File: src/rtl/seq_reorder_gap_request_macros.svh
// Assertion macros for the sequence reorder block.
`ifndef SEQ_REORDER_GAP_REQUEST_MACROS_SVH
`define SEQ_REORDER_GAP_REQUEST_MACROS_SVH

// Property holds at every clock edge out of reset.
`define SRGR_ASSERT(lbl, prop, msg) \
  lbl: assert property (@(posedge clk_i) disable iff (!rst_ni) (prop)) else $error(msg);

// Antecedent implies consequent in the next cycle.
`define SRGR_ASSERT_NEXT(lbl, ante, cons, msg) \
  lbl: assert property (@(posedge clk_i) disable iff (!rst_ni) (ante) |=> (cons)) \
    else $error(msg);

`endif

File: src/rtl/srgr_pkg.sv
// Shared types and constants of the sequence reorder block.
package srgr_pkg;

  localparam int unsigned HOLD_DEPTH_DEF = 16;
  localparam int unsigned CFG_IDX_W      = 1;
  localparam int unsigned CFG_DATA_W     = 32;

  localparam logic [3:0]  THRESHOLD_RST = 4'd3;
  localparam logic [31:0] TIMEOUT_RST   = 32'd10000;
  localparam logic [31:0] EXPECTED_RST  = 32'd1;

  localparam logic [CFG_IDX_W-1:0] CFG_THRESHOLD = 1'd0;
  localparam logic [CFG_IDX_W-1:0] CFG_TIMEOUT   = 1'd1;

  localparam logic MODE_MSG   = 1'b0;
  localparam logic MODE_CHECK = 1'b1;

  typedef enum logic [1:0] {
    KIND_DELIVER = 2'd0,
    KIND_GAP     = 2'd1,
    KIND_DROP    = 2'd2
  } kind_e;

  typedef struct packed {
    logic        mode;
    logic [31:0] seq;
    logic [15:0] msg_tag;
    logic [63:0] msg_version;
    logic        is_active;
    logic [47:0] time_ms;
  } in_t;

  typedef struct packed {
    kind_e       kind;
    logic [31:0] out_seq;
    logic [15:0] out_tag;
    logic [31:0] gap_from;
    logic [31:0] gap_to;
    logic        last_of_run;
    logic [31:0] unread_total;
    logic [63:0] newest_version;
  } out_t;

  typedef struct packed {
    logic [31:0] seq;
    logic [15:0] tag;
    logic [63:0] version;
  } entry_t;

  typedef struct packed {
    logic eq;
    logic lt;
  } cmp_t;

endpackage

File: src/rtl/seq_reorder_gap_request.sv
// Top level: sequencer, scan pipeline and result register of the reorder block.
//
//   channel | direction | handshake              | beat
//   in      | input     | in_valid_i/in_stall_o   | in_data_i (in_t)
//   out     | output    | out_valid_o/out_stall_i | out_data_o (out_t)
//   cfg     | input     | cfg_we_i                | cfg_idx_i, cfg_data_i
//
// Scans walk the HOLD_DEPTH entries through the single read port, one per cycle;
// a chain scan stops at the successor it finds and restarts. A check or held message needs
// one scan; an in-order message with a run of R held successors needs R+1 scans.
// Reset empties the buffer at once through per-entry valid flags; no clearing pass.
// Output stalls hold the sequencer whenever a result waits to load; a held message
// also waits in its store step until the result register is free.
module seq_reorder_gap_request #(
  parameter int unsigned HOLD_DEPTH = srgr_pkg::HOLD_DEPTH_DEF
) (
  input  logic                                clk_i,
  input  logic                                rst_ni,
  input  logic                                in_valid_i,
  output logic                                in_stall_o,
  input  srgr_pkg::in_t                       in_data_i,
  output logic                                out_valid_o,
  input  logic                                out_stall_i,
  output srgr_pkg::out_t                      out_data_o,
  input  logic                                cfg_we_i,
  input  logic [srgr_pkg::CFG_IDX_W-1:0]      cfg_idx_i,
  input  logic [srgr_pkg::CFG_DATA_W-1:0]     cfg_data_i
);
  import srgr_pkg::*;

  localparam int unsigned IW = $clog2(HOLD_DEPTH);
  localparam int unsigned CW = $clog2(HOLD_DEPTH + 1);
  localparam logic [IW-1:0] LAST_IDX = IW'(HOLD_DEPTH - 1);

  typedef enum logic [3:0] {
    S_IDLE, S_MIN, S_TCHK, S_DUP, S_HOLD, S_CHAIN, S_LREAD, S_VREAD,
    S_VUPD, S_EMIT0, S_ELIST, S_EMEM, S_EOUT
  } state_e;

  state_e  state_q;
  in_t     in_q;
  out_t    out_q;
  logic    out_valid_q;

  logic [3:0]  thr_q;
  logic [31:0] timeout_q;
  logic [31:0] expected_q;
  logic [3:0]  ooo_q;
  logic [47:0] last_time_q;
  logic [63:0] ver_q;
  logic [31:0] unread_q;
  logic [HOLD_DEPTH-1:0] held_valid_q;

  logic [IW-1:0] ptr_q;
  logic          iss_done_q;
  logic          chk_q;
  logic [IW-1:0] chk_idx_q;
  logic          found_q;
  logic [31:0]   best_q;
  logic          dup_q;
  logic          free_ok_q;
  logic [IW-1:0] free_q;
  logic [31:0]   key_q;
  logic [CW-1:0] len_q;
  logic [CW-1:0] emit_q;

  logic [IW-1:0] list_mem [HOLD_DEPTH];
  logic [IW-1:0] list_rd_q;
  logic [IW-1:0] list_raddr;
  logic          list_we;

  logic          mem_we;
  logic [IW-1:0] mem_raddr;
  entry_t        mem_wdata;
  entry_t        rd_entry;

  logic [31:0] cmp_b;
  cmp_t        cmp;

  logic        out_free;
  logic        emit_en;
  out_t        emit_data;
  logic        scan_last;
  logic        entry_hit;
  logic [3:0]  cnt_inc;
  logic        drop;
  logic        gap_hit;
  logic [47:0] idle_ms;
  logic        time_ok;
  logic [32:0] unread_sum;
  logic [63:0] run_ver;

  logic        work_fire;
  logic        gap_beat;

  srgr_hold_mem #(.HOLD_DEPTH(HOLD_DEPTH)) u_mem (
    .clk_i   (clk_i),
    .we_i    (mem_we),
    .waddr_i (free_q),
    .wdata_i (mem_wdata),
    .raddr_i (mem_raddr),
    .rdata_o (rd_entry)
  );

  srgr_cmp_unit u_cmp (
    .a_i   (rd_entry.seq),
    .b_i   (cmp_b),
    .res_o (cmp)
  );

  always_ff @(posedge clk_i) begin
    if (list_we) begin
      list_mem[len_q[IW-1:0]] <= chk_idx_q;
    end
    list_rd_q <= list_mem[list_raddr];
  end

  always_comb begin
    out_free   = !out_valid_q || !out_stall_i;
    scan_last  = chk_q && (chk_idx_q == LAST_IDX);
    entry_hit  = chk_q && held_valid_q[chk_idx_q];
    cnt_inc    = (ooo_q == 4'hF) ? ooo_q : ooo_q + 4'd1;
    drop       = dup_q || !free_ok_q;
    gap_hit    = !drop && (cnt_inc >= thr_q);
    idle_ms    = in_q.time_ms - last_time_q;
    time_ok    = (in_q.time_ms >= last_time_q) && (idle_ms > {16'd0, timeout_q});
    unread_sum = {1'b0, unread_q} + 33'(len_q) + 33'd1;
    run_ver    = (len_q == '0) ? in_q.msg_version : rd_entry.version;

    case (state_q)
      S_MIN:   cmp_b = best_q;
      S_DUP:   cmp_b = in_q.seq;
      default: cmp_b = key_q;
    endcase

    mem_raddr = ptr_q;
    case (state_q)
      S_VREAD, S_EMEM, S_EOUT: mem_raddr = list_rd_q;
      default:                 mem_raddr = ptr_q;
    endcase

    list_raddr = (state_q == S_LREAD) ? IW'(len_q - CW'(1)) : emit_q[IW-1:0];
    list_we    = (state_q == S_CHAIN) && entry_hit && cmp.eq;

    mem_we            = (state_q == S_HOLD) && out_free && !drop;
    mem_wdata.seq     = in_q.seq;
    mem_wdata.tag     = in_q.msg_tag;
    mem_wdata.version = in_q.msg_version;

    emit_en                  = 1'b0;
    emit_data.kind           = KIND_DELIVER;
    emit_data.out_seq        = '0;
    emit_data.out_tag        = '0;
    emit_data.gap_from       = '0;
    emit_data.gap_to         = '0;
    emit_data.last_of_run    = 1'b1;
    emit_data.unread_total   = unread_q;
    emit_data.newest_version = ver_q;
    case (state_q)
      S_TCHK: begin
        emit_en            = out_free && found_q && time_ok;
        emit_data.kind     = KIND_GAP;
        emit_data.gap_from = expected_q;
        emit_data.gap_to   = best_q - 32'd1;
      end
      S_HOLD: begin
        emit_en = out_free && (drop || gap_hit);
        if (drop) begin
          emit_data.kind    = KIND_DROP;
          emit_data.out_seq = in_q.seq;
          emit_data.out_tag = in_q.msg_tag;
        end else begin
          emit_data.kind     = KIND_GAP;
          emit_data.gap_from = expected_q;
          emit_data.gap_to   = in_q.seq - 32'd1;
        end
      end
      S_EMIT0: begin
        emit_en               = out_free;
        emit_data.out_seq     = in_q.seq;
        emit_data.out_tag     = in_q.msg_tag;
        emit_data.last_of_run = (len_q == '0);
      end
      S_EOUT: begin
        emit_en               = out_free;
        emit_data.out_seq     = rd_entry.seq;
        emit_data.out_tag     = rd_entry.tag;
        emit_data.last_of_run = (emit_q == len_q - CW'(1));
      end
      default: emit_en = 1'b0;
    endcase
  end

  always_ff @(posedge clk_i or negedge rst_ni) begin
    if (!rst_ni) begin
      state_q      <= S_IDLE;
      out_valid_q  <= 1'b0;
      thr_q        <= THRESHOLD_RST;
      timeout_q    <= TIMEOUT_RST;
      expected_q   <= EXPECTED_RST;
      ooo_q        <= '0;
      last_time_q  <= '0;
      ver_q        <= '0;
      unread_q     <= '0;
      held_valid_q <= '0;
      ptr_q        <= '0;
      iss_done_q   <= 1'b0;
      chk_q        <= 1'b0;
      chk_idx_q    <= '0;
      found_q      <= 1'b0;
      dup_q        <= 1'b0;
      free_ok_q    <= 1'b0;
      free_q       <= '0;
      len_q        <= '0;
      emit_q       <= '0;
    end else begin
      if (cfg_we_i) begin
        case (cfg_idx_i)
          CFG_THRESHOLD: thr_q     <= cfg_data_i[3:0];
          CFG_TIMEOUT:   timeout_q <= cfg_data_i;
          default:       thr_q     <= thr_q;
        endcase
      end

      if (out_valid_q && !out_stall_i) begin
        out_valid_q <= 1'b0;
      end
      if (emit_en) begin
        out_valid_q <= 1'b1;
        out_q       <= emit_data;
      end

      // scan pipeline: issue one entry per cycle, compare it the next
      if (state_q == S_MIN || state_q == S_DUP || state_q == S_CHAIN) begin
        if (!iss_done_q) begin
          chk_q     <= 1'b1;
          chk_idx_q <= ptr_q;
          if (ptr_q == LAST_IDX) begin
            iss_done_q <= 1'b1;
          end else begin
            ptr_q <= ptr_q + IW'(1);
          end
        end else begin
          chk_q <= 1'b0;
        end
      end

      case (state_q)
        S_IDLE: begin
          if (in_valid_i) begin
            in_q       <= in_data_i;
            ptr_q      <= '0;
            iss_done_q <= 1'b0;
            chk_q      <= 1'b0;
            found_q    <= 1'b0;
            dup_q      <= 1'b0;
            free_ok_q  <= 1'b0;
            len_q      <= '0;
            key_q      <= in_data_i.seq + 32'd1;
            if (in_data_i.mode == MODE_CHECK) begin
              state_q <= S_MIN;
            end else if (in_data_i.seq > expected_q) begin
              state_q <= S_DUP;
            end else if (in_data_i.seq == expected_q) begin
              state_q <= S_CHAIN;
            end
          end
        end
        S_MIN: begin
          if (entry_hit && (!found_q || cmp.lt)) begin
            found_q <= 1'b1;
            best_q  <= rd_entry.seq;
          end
          if (scan_last) begin
            state_q <= S_TCHK;
          end
        end
        S_TCHK: begin
          if (!(found_q && time_ok)) begin
            state_q <= S_IDLE;
          end else if (out_free) begin
            last_time_q <= in_q.time_ms;
            state_q     <= S_IDLE;
          end
        end
        S_DUP: begin
          if (entry_hit && cmp.eq) begin
            dup_q <= 1'b1;
          end
          if (chk_q && !held_valid_q[chk_idx_q] && !free_ok_q) begin
            free_ok_q <= 1'b1;
            free_q    <= chk_idx_q;
          end
          if (scan_last) begin
            state_q <= S_HOLD;
          end
        end
        S_HOLD: begin
          if (out_free) begin
            if (!drop) begin
              held_valid_q[free_q] <= 1'b1;
              ooo_q                <= gap_hit ? 4'd0 : cnt_inc;
            end
            state_q <= S_IDLE;
          end
        end
        S_CHAIN: begin
          if (entry_hit && cmp.eq) begin
            // successor found: record it and rescan for the next one
            len_q      <= len_q + CW'(1);
            key_q      <= key_q + 32'd1;
            ptr_q      <= '0;
            iss_done_q <= 1'b0;
            chk_q      <= 1'b0;
          end else if (scan_last) begin
            state_q <= S_LREAD;
          end
        end
        S_LREAD: state_q <= S_VREAD;
        S_VREAD: state_q <= S_VUPD;
        S_VUPD: begin
          if (run_ver > ver_q) begin
            ver_q <= run_ver;
          end
          if (!in_q.is_active) begin
            unread_q <= unread_sum[32] ? 32'hFFFF_FFFF : unread_sum[31:0];
          end
          expected_q  <= key_q;
          ooo_q       <= '0;
          last_time_q <= in_q.time_ms;
          emit_q      <= '0;
          state_q     <= S_EMIT0;
        end
        S_EMIT0: begin
          if (out_free) begin
            state_q <= (len_q == '0) ? S_IDLE : S_ELIST;
          end
        end
        S_ELIST: state_q <= S_EMEM;
        S_EMEM:  state_q <= S_EOUT;
        S_EOUT: begin
          if (out_free) begin
            held_valid_q[list_rd_q] <= 1'b0;
            emit_q                  <= emit_q + CW'(1);
            state_q <= (emit_q == len_q - CW'(1)) ? S_IDLE : S_ELIST;
          end
        end
        default: state_q <= S_IDLE;
      endcase
    end
  end

  assign in_stall_o  = (state_q != S_IDLE);
  assign out_valid_o = out_valid_q;
  assign out_data_o  = out_q;

  // an old message is dropped at the accept edge and leaves the block idle
  assign work_fire = in_valid_i && !in_stall_o &&
                     ((in_data_i.mode == MODE_CHECK) || (in_data_i.seq >= expected_q));
  assign gap_beat  = out_valid_o && (out_data_o.kind == KIND_GAP);

`include "seq_reorder_gap_request_macros.svh"

  `SRGR_ASSERT_NEXT(a_busy_after_accept, work_fire, in_stall_o, "block idle after accept")
  `SRGR_ASSERT(a_gap_no_seq, !gap_beat || out_data_o.out_seq == '0, "gap beat carries a seq")
  `SRGR_ASSERT(a_run_bounded, len_q <= CW'(HOLD_DEPTH), "run longer than the buffer")

endmodule

File: src/rtl/srgr_hold_mem.sv
// Held-message store: one write port, one registered read port.
module srgr_hold_mem #(
  parameter int unsigned HOLD_DEPTH = srgr_pkg::HOLD_DEPTH_DEF
) (
  input  logic                          clk_i,
  input  logic                          we_i,
  input  logic [$clog2(HOLD_DEPTH)-1:0] waddr_i,
  input  srgr_pkg::entry_t              wdata_i,
  input  logic [$clog2(HOLD_DEPTH)-1:0] raddr_i,
  output srgr_pkg::entry_t              rdata_o
);
  import srgr_pkg::*;

  entry_t mem_q [HOLD_DEPTH];
  entry_t rdata_q;

  always_ff @(posedge clk_i) begin
    if (we_i) begin
      mem_q[waddr_i] <= wdata_i;
    end
    rdata_q <= mem_q[raddr_i];
  end

  assign rdata_o = rdata_q;

endmodule

File: src/rtl/srgr_cmp_unit.sv
// Shared sequence comparator used by every buffer scan.
module srgr_cmp_unit (
  input  logic [31:0]    a_i,
  input  logic [31:0]    b_i,
  output srgr_pkg::cmp_t res_o
);
  import srgr_pkg::*;

  always_comb begin
    res_o.eq = (a_i == b_i);
    res_o.lt = (a_i < b_i);
  end

endmodule
File: config.mk
export PLATFORM = sky130hd
export DESIGN_NAME = seq_reorder_gap_request
export DESIGN_NICKNAME = d
export VERILOG_FILES = /design/src/rtl/srgr_pkg.sv /design/src/rtl/seq_reorder_gap_request.sv /design/src/rtl/srgr_hold_mem.sv /design/src/rtl/srgr_cmp_unit.sv
export VERILOG_INCLUDE_DIRS = /design/src /design/src/rtl
export SDC_FILE = /design/constraint.sdc
export NUM_CORES = 2
export LEC_CHECK = 0
export ABC_CLOCK_PERIOD_IN_PS = 19200
export BUFFER_PORTS_ARGS = -buffer_cell sky130_fd_sc_hd__buf_2
export CELL_PAD_IN_SITES_DETAIL_PLACEMENT = 0
export CELL_PAD_IN_SITES_GLOBAL_PLACEMENT = 1
export CORE_UTILIZATION = 35
export CTS_CLUSTER_SIZE = 40
export DETAILED_ROUTE_END_ITERATION = 7
export MAX_ROUTING_LAYER = met4
export PLACE_DENSITY = 0.6
export SLEW_MARGIN = 20
export SYNTH_ARGS = -nofsm -noshare
export SYNTH_HDL_FRONTEND = slang
export SYNTH_SLANG_ARGS = --single-unit
File: constraint.sdc
create_clock -name clk_i -period 19.2 [get_ports clk_i]
set_clock_uncertainty 0.2 [all_clocks]
set_input_delay 1.92 -clock clk_i [delete_from_list [all_inputs] [get_ports clk_i]]
set_output_delay 1.92 -clock clk_i [all_outputs]
set_load 0.01 [all_outputs]
Word level (Yosys, flattened, before mapping)
Memory sizes are Yosys's and may differ from the RTL's. A register that Yosys moved wholly into a read port is not among the register bits.
Cells that the tools add are included.
W data, S select, Z words.

storage, ports and cells
  memories kept = 2
  word-level logic and storage cells = 247
  register bits after elaboration = 700
  bits in writable memories = 1856

cells by class
  multiplexer cells = 84
  $lt $le $gt $ge = 11
  add/subtract/negate cells = 12
  bitwise logic cells = 6
  reductions and logical operators = 63
  equal/unequal tests = 34

memory list
  memory       words  bits a word  read ports  clocked after Yosys merged registers in  wr ports  RTL line                       text
  u_mem.mem_q  16     112          1           1                                        1         srgr_hold_mem.sv:14            entry_t mem_q [HOLD_DEPTH];
  list_mem     16     4            1           1                                        1         seq_reorder_gap_request.sv:67  logic [IW-1:0] list_mem [HOLD_DEPTH];

operators with widths
  operator                 number
  $mux W48                 3
  $pmux W48 S3             1
  $mux W64                 2
  $pmux W32 S2             2
  $pmux W64 S2             1
  $mux W4                  25
  $mux W32                 3
  $pmux W48 S2             1
  $add A32 B1 Y32 const B  2
  $eq A32 B32 Y1           2
  $gt A64 B64 Y1           1
  $sub A32 B1 Y32 const B  2
  $pmux W4 S13             1
  $ge A48 B48 Y1           1
  $gt A48 B32 Y1           1
  $mux W16                 3
  $sub A48 B48 Y48         1
  $add A32 B5 Y33          1
  $add A33 B1 Y33 const B  1
  $eq A4 B4 Y1 const B     8
  $gt A32 B32 Y1           1
  $lt A32 B32 Y1           1
  $pmux W16 S2             1
  $reduce_and A3 Y1        8
  other kinds (39)         137

Logic depth before layout (Yosys ltp)
  depth after elaboration = 8
  depth in mapped cells = 27

Cells and area by module
A second synthesis with hierarchy kept.

second synthesis, totals
  cells, all modules = 6769
  area, all modules = 110983.9 um^2

modules (own cells, without submodules)
  module                   area an instance (um^2)  cells each  seq. area each (um^2)  instances
  srgr_hold_mem            69170.1                  2864        56053.8                1
  seq_reorder_gap_request  41005.6                  3790        21710.8                1
  srgr_cmp_unit            808.3                    115         0.0                    1

Least setup slack after synthesis
OpenSTA, ideal clock, no wires.

  path type = reg-to-reg
  from = register in_q[4] in the netlist's numbering
  to = register out_q (netlist bit out_data_o[0]), enable pin
  stages on the path, launching flop included = 25
  required time = 18.146 ns
  arrival = 14.250 ns
  path slack = 3.896 ns
  setup time = 0.854 ns
  path buffers = 2
  cells stage by stage = edfxtp_1 -> ha_1 -> and2_1 -> or2_1 -> o221ai_2 -> nand2_1 -> or2_2 -> a21o_1 -> a21o_1 -> nand4_1 -> nand3b_1 -> a21oi_1 -> xnor2_1 -> ha_1 -> nand4_1 -> nor4_1 -> o31ai_1 -> a32oi_1 -> nor4b_1 -> nand4_1 -> or4_1 -> clkbuf_1 -> clkbuf_1 -> o21ai_0 -> a21oi_1

between the ends
  longest elaborated chain between the ends = 6
  elaborated cells on any way between the ends = 7

RTL lines
  item                             RTL line                        text
  from (decl)                      seq_reorder_gap_request.sv:41   in_t in_q;
  from (signal assigned)           seq_reorder_gap_request.sv:251  in_q <= in_data_i;
  $sub A48 B48 Y48                 seq_reorder_gap_request.sv:125  idle_ms = in_q.time_ms - last_time_q;
  $gt A48 B32 Y1                   seq_reorder_gap_request.sv:126  time_ok = (in_q.time_ms >= last_time_q) && (idle_ms > {16'd0, timeout_q});
  $logic_and A1 B1 Y1 (*)          seq_reorder_gap_request.sv:126
  $logic_and A1 B1 Y1 (*)          seq_reorder_gap_request.sv:161  emit_en = out_free && found_q && time_ok;
  $pmux W1 S3 (*)                  seq_reorder_gap_request.sv:159  case (state_q)
  $reduce_and A2 Y1 (no line) (*)  -
  to (signal assigned)             seq_reorder_gap_request.sv:230  out_q <= emit_data;
  to (decl)                        seq_reorder_gap_request.sv:42   out_t out_q;

Mark *: on every way between the ends. The rest lies on a longest branch, timed or not.
A chain may end at the register's enable or synchronous reset.

Worst setup path after layout
  from = register in_q[16] in the netlist's numbering
  to = register out_q (netlist bit out_data_o[41]), enable pin

The elaborated chain is that of the path after synthesis.

==> flow_summary.ini <==
[status]
status = finished clean

[critical_path]
slowest_delay_ns = 0.81
required_ns = 19.51
rrSetupSlack_ns = 11.24
path_cells = ha_1, nand2_1, o21ai_0, nor2_1, a21oi_1, nand2_1, o21ai_0, a21oi_1, o21ai_0, xor2_1, ha_1, nand4_1, nor4_1, o31ai_1, a32oi_1, nor4b_1, nand4_1, or4_2, o21ai_0, a21oi_4, buf_4, buf_4, buf_4, buf_4
cp_max_fo = 66
slowest_stage = buf_4
rr_worst_depth = 24
worstSetupStartpointType = flop
crit_arrival_ns = 8.27
critPathCaptureType = flop
path_class = flop to flop

[yosys]
syn_avg_cell_area_um2 = 13.5
yosysSeqAreaShare_pct = 69.5
syn_nets = 8701
synth_flop_cell = edfxtp_1
yosysWarnings = 0
synth_most_common_cell = edfxtp_1
synth_cell_types = 84
synthArstFlopShare_pct = 9.88
syn_inst = 8271
synth.area.top_cells = edfxtp_1 (61%), dfrtp_1 (5.7%), nand2_1 (4.0%)
netlist_area_um2 = 112000
yosysTopAreaCell = edfxtp_1
synth_edf_count = 2292
synth_top_area_share_pct = 61.5
synthTopCellsByCount = edfxtp_1 (2292), nand2_1 (1203), a211oi_1 (598)
ys_seq_elements = 2672

[place]
place_area_um2 = 119000
gp_congestion = 0.813
port_buffers = 412
hpwl_um = 173000
dpl_worst_slack_ns = 11.18

[floorplanning]
rows = 207
io_pins = 413
dieArea_um2 = 322000
initial_core_util_pct = 35.2
chipWidth_um = 568
die_height_um = 568
coreArea_um2 = 318000

[power_and_ir_drop]
combPwrFrac_pct = 37.2
ir_drop_v = 0.000167
p_switching_w = 0.00783
p_total_w = 0.0208
leakage_nw = 44.3
power_frac_seq_pct = 35.4
internal_power_w = 0.0130
switching_share_pct = 37.6
p_per_area_nw_per_um2 = 162
p_clk_share_pct = 27.4

[sta]
setup_viol = 0
tightest_slew_ns = 1.24
slew_headroom_pct = 17.5
slew_viol_final = 0
final.setup.worst_slack_ns = 11.24
rsz0062_at_grt = false
tns_ns = 0
period_share_pct = 41.5
hold_viol = 0
fin_crit_ns = 7.96
timing.fmax_ghz = 0.126

[drt]
firstDrtPassIters = 5
wl_um = 310000
via_per_inst = 5.37
drcViolationCount = 0
wire_per_inst_um = 23.8
vias = 69893
detail-route-antenna-nets = 0
drt_iter0_markers = 5227

[global_routing]
grt_max_degree = 218
grt_antenna_before_repair = 24
grt_usage_pct = 19.4
grt_pass1_vias = 69077
grt_pass1_wl_um = 460000
grt_remaining_overflow = 0

[clock_tree]
cts-root-buf = clkbuf_16
clkSinkCount = 2672
cts_setup_buffers = 0
clk_pin_slew_ns = 0.06
cts.path.max_buffers = 4
ctsResizeCount = 0
tritoncts = built
clk_latency_ns = 0.90
cts_made_buffers = 300
cts_max_level = 5
cts_hold_buf = 0

[min_path]
hold_depth = 0
min_path_type = flop to flop

[final_layout]
syn_to_final_growth_pct = 14.7
nets = 9010
drive_gt1_share_pct = 14.1
fin_util_pct = 40.4
stdcell_area_um2 = 128000
filler_cell_count = 29577

[job]
cap_violations = 0
## critical path: cells and delay by family, from the launching register on
kind            cells  cell delay (ns)
compound gates      9             2.02
xor+xnor            1             0.10
buf+inv             4             2.56
flops               1             0.42
simple gates        8             1.40
fa+ha+maj           2             0.74
## final timing paths
path,start,end
max reg2reg,in_q[16],out_data_o[41]
min,ver_q[16],out_data_o[16]
min reg2reg,ver_q[16],out_data_o[16]
max,in_q[16],out_data_o[41]
max in group asynchronous,rst_ni,expected_q[13]
min in group asynchronous,rst_ni,ver_q[14]
## cell usage in the layout, fill, tap and decap left out, drive strengths merged, types with 11 or more instances in the layout
| master | synthesis | routed |
|---|---|---|
| a211oi | 598 | 598 |
| a21o | 99 | 99 |
| a21oi | 381 | 381 |
| a22o | 48 | 48 |
| a311oi | 228 | 228 |
| a31oi | 241 | 241 |
| and2 | 468 | 468 |
| and3 | 20 | 20 |
| buf | 46 | 538 |
| bufinv | 0 | 25 |
| clkbuf | 485 | 410 |
| clkinv | 0 | 101 |
| dfrtp | 256 | 256 |
| dfxtp | 116 | 116 |
| edfxtp | 2292 | 2292 |
| ha | 228 | 228 |
| inv | 216 | 228 |
| mux2 | 175 | 175 |
| mux2i | 75 | 75 |
| nand2 | 1203 | 1203 |
| nand2b | 24 | 24 |
| nand3 | 74 | 74 |
| nand4 | 67 | 67 |
| nor2 | 206 | 206 |
| nor2b | 32 | 32 |
| nor3 | 50 | 50 |
| nor4 | 25 | 25 |
| o2111ai | 51 | 51 |
| o211ai | 11 | 11 |
| o21a | 14 | 14 |
| o21ai | 160 | 160 |
| o22ai | 40 | 40 |
| o311ai | 49 | 49 |
| or2 | 11 | 11 |
| or3 | 18 | 18 |
| or4 | 11 | 11 |
| xnor2 | 88 | 88 |
| xor2 | 70 | 70 |
## power by group through the flow
stage          logic [W]  clock network [W]  registers (W)
6_report         0.00774            0.00571        0.00737
5_1_grt          0.00861            0.00606        0.00743
4_1_cts          0.00779            0.00584        0.00738
3_5_place_dp     0.00775                  0        0.00749
3_3_place_gp     0.00768                  0        0.00748
2_1_floorplan    0.00560                  0        0.00736
## registers in the layout, summed over array words and instances, names as in the netlist, 48 cells and up
signal / flops
u_mem.mem_q: 1792
out_data_o: 211
in_q: 161
u_mem.rdata_o: 112
list_mem: 64
ver_q: 64
last_time_q: 48
## layout make-up
cell class	count	area, um^2	share of cell area [%]
Clock inverter	144	1480	1.16
Clock buffer	410	8250	6.43
Antenna cell	10	25.0	0.0195
Sequential cell	2672	77800	60.6
Tap cell	4180	5230	4.07
Timing Repair Buffer	538	3180	2.48
Multi-Input combinational cell	4852	31600	24.6
Inverter	216	811	0.632
## per-layer routing
metal	vias to the layer above	global-route usage, %	wire [um]
met3	433	2.16	14100
met4	0	4.28	6710
met1	35647	27.7	148000
li1	32045	-	-
met2	1768	29.6	141000
met5	-	-	0
## through the flow
step / hold WS, ns / cells
floorplan: 0.231 / 8271
global placement: 0.253 / 12455
detailed placement: 0.259 / 12458
CTS: 0.270 / 13012
global route: 0.281 / 13020
finish: 0.268 / 13022
## cell families (layout without fill, tap and decap cells)
| group | Yosys count | count (layout) | share of synthesized area (%) |
|---|---|---|---|
| fa+ha+maj | 230 | 230 | 2.58 |
| buf+inv | 747 | 1308 | 2.56 |
| other cells | 0 | 10 | 0 |
| mux | 255 | 255 | 2.53 |
| simple gates | 2237 | 2237 | 9.28 |
| compound gates | 1972 | 1972 | 12.4 |
| flops | 2672 | 2672 | 69.5 |
| xor+xnor | 158 | 158 | 1.24 |
(Power assumes the default switching activity.)
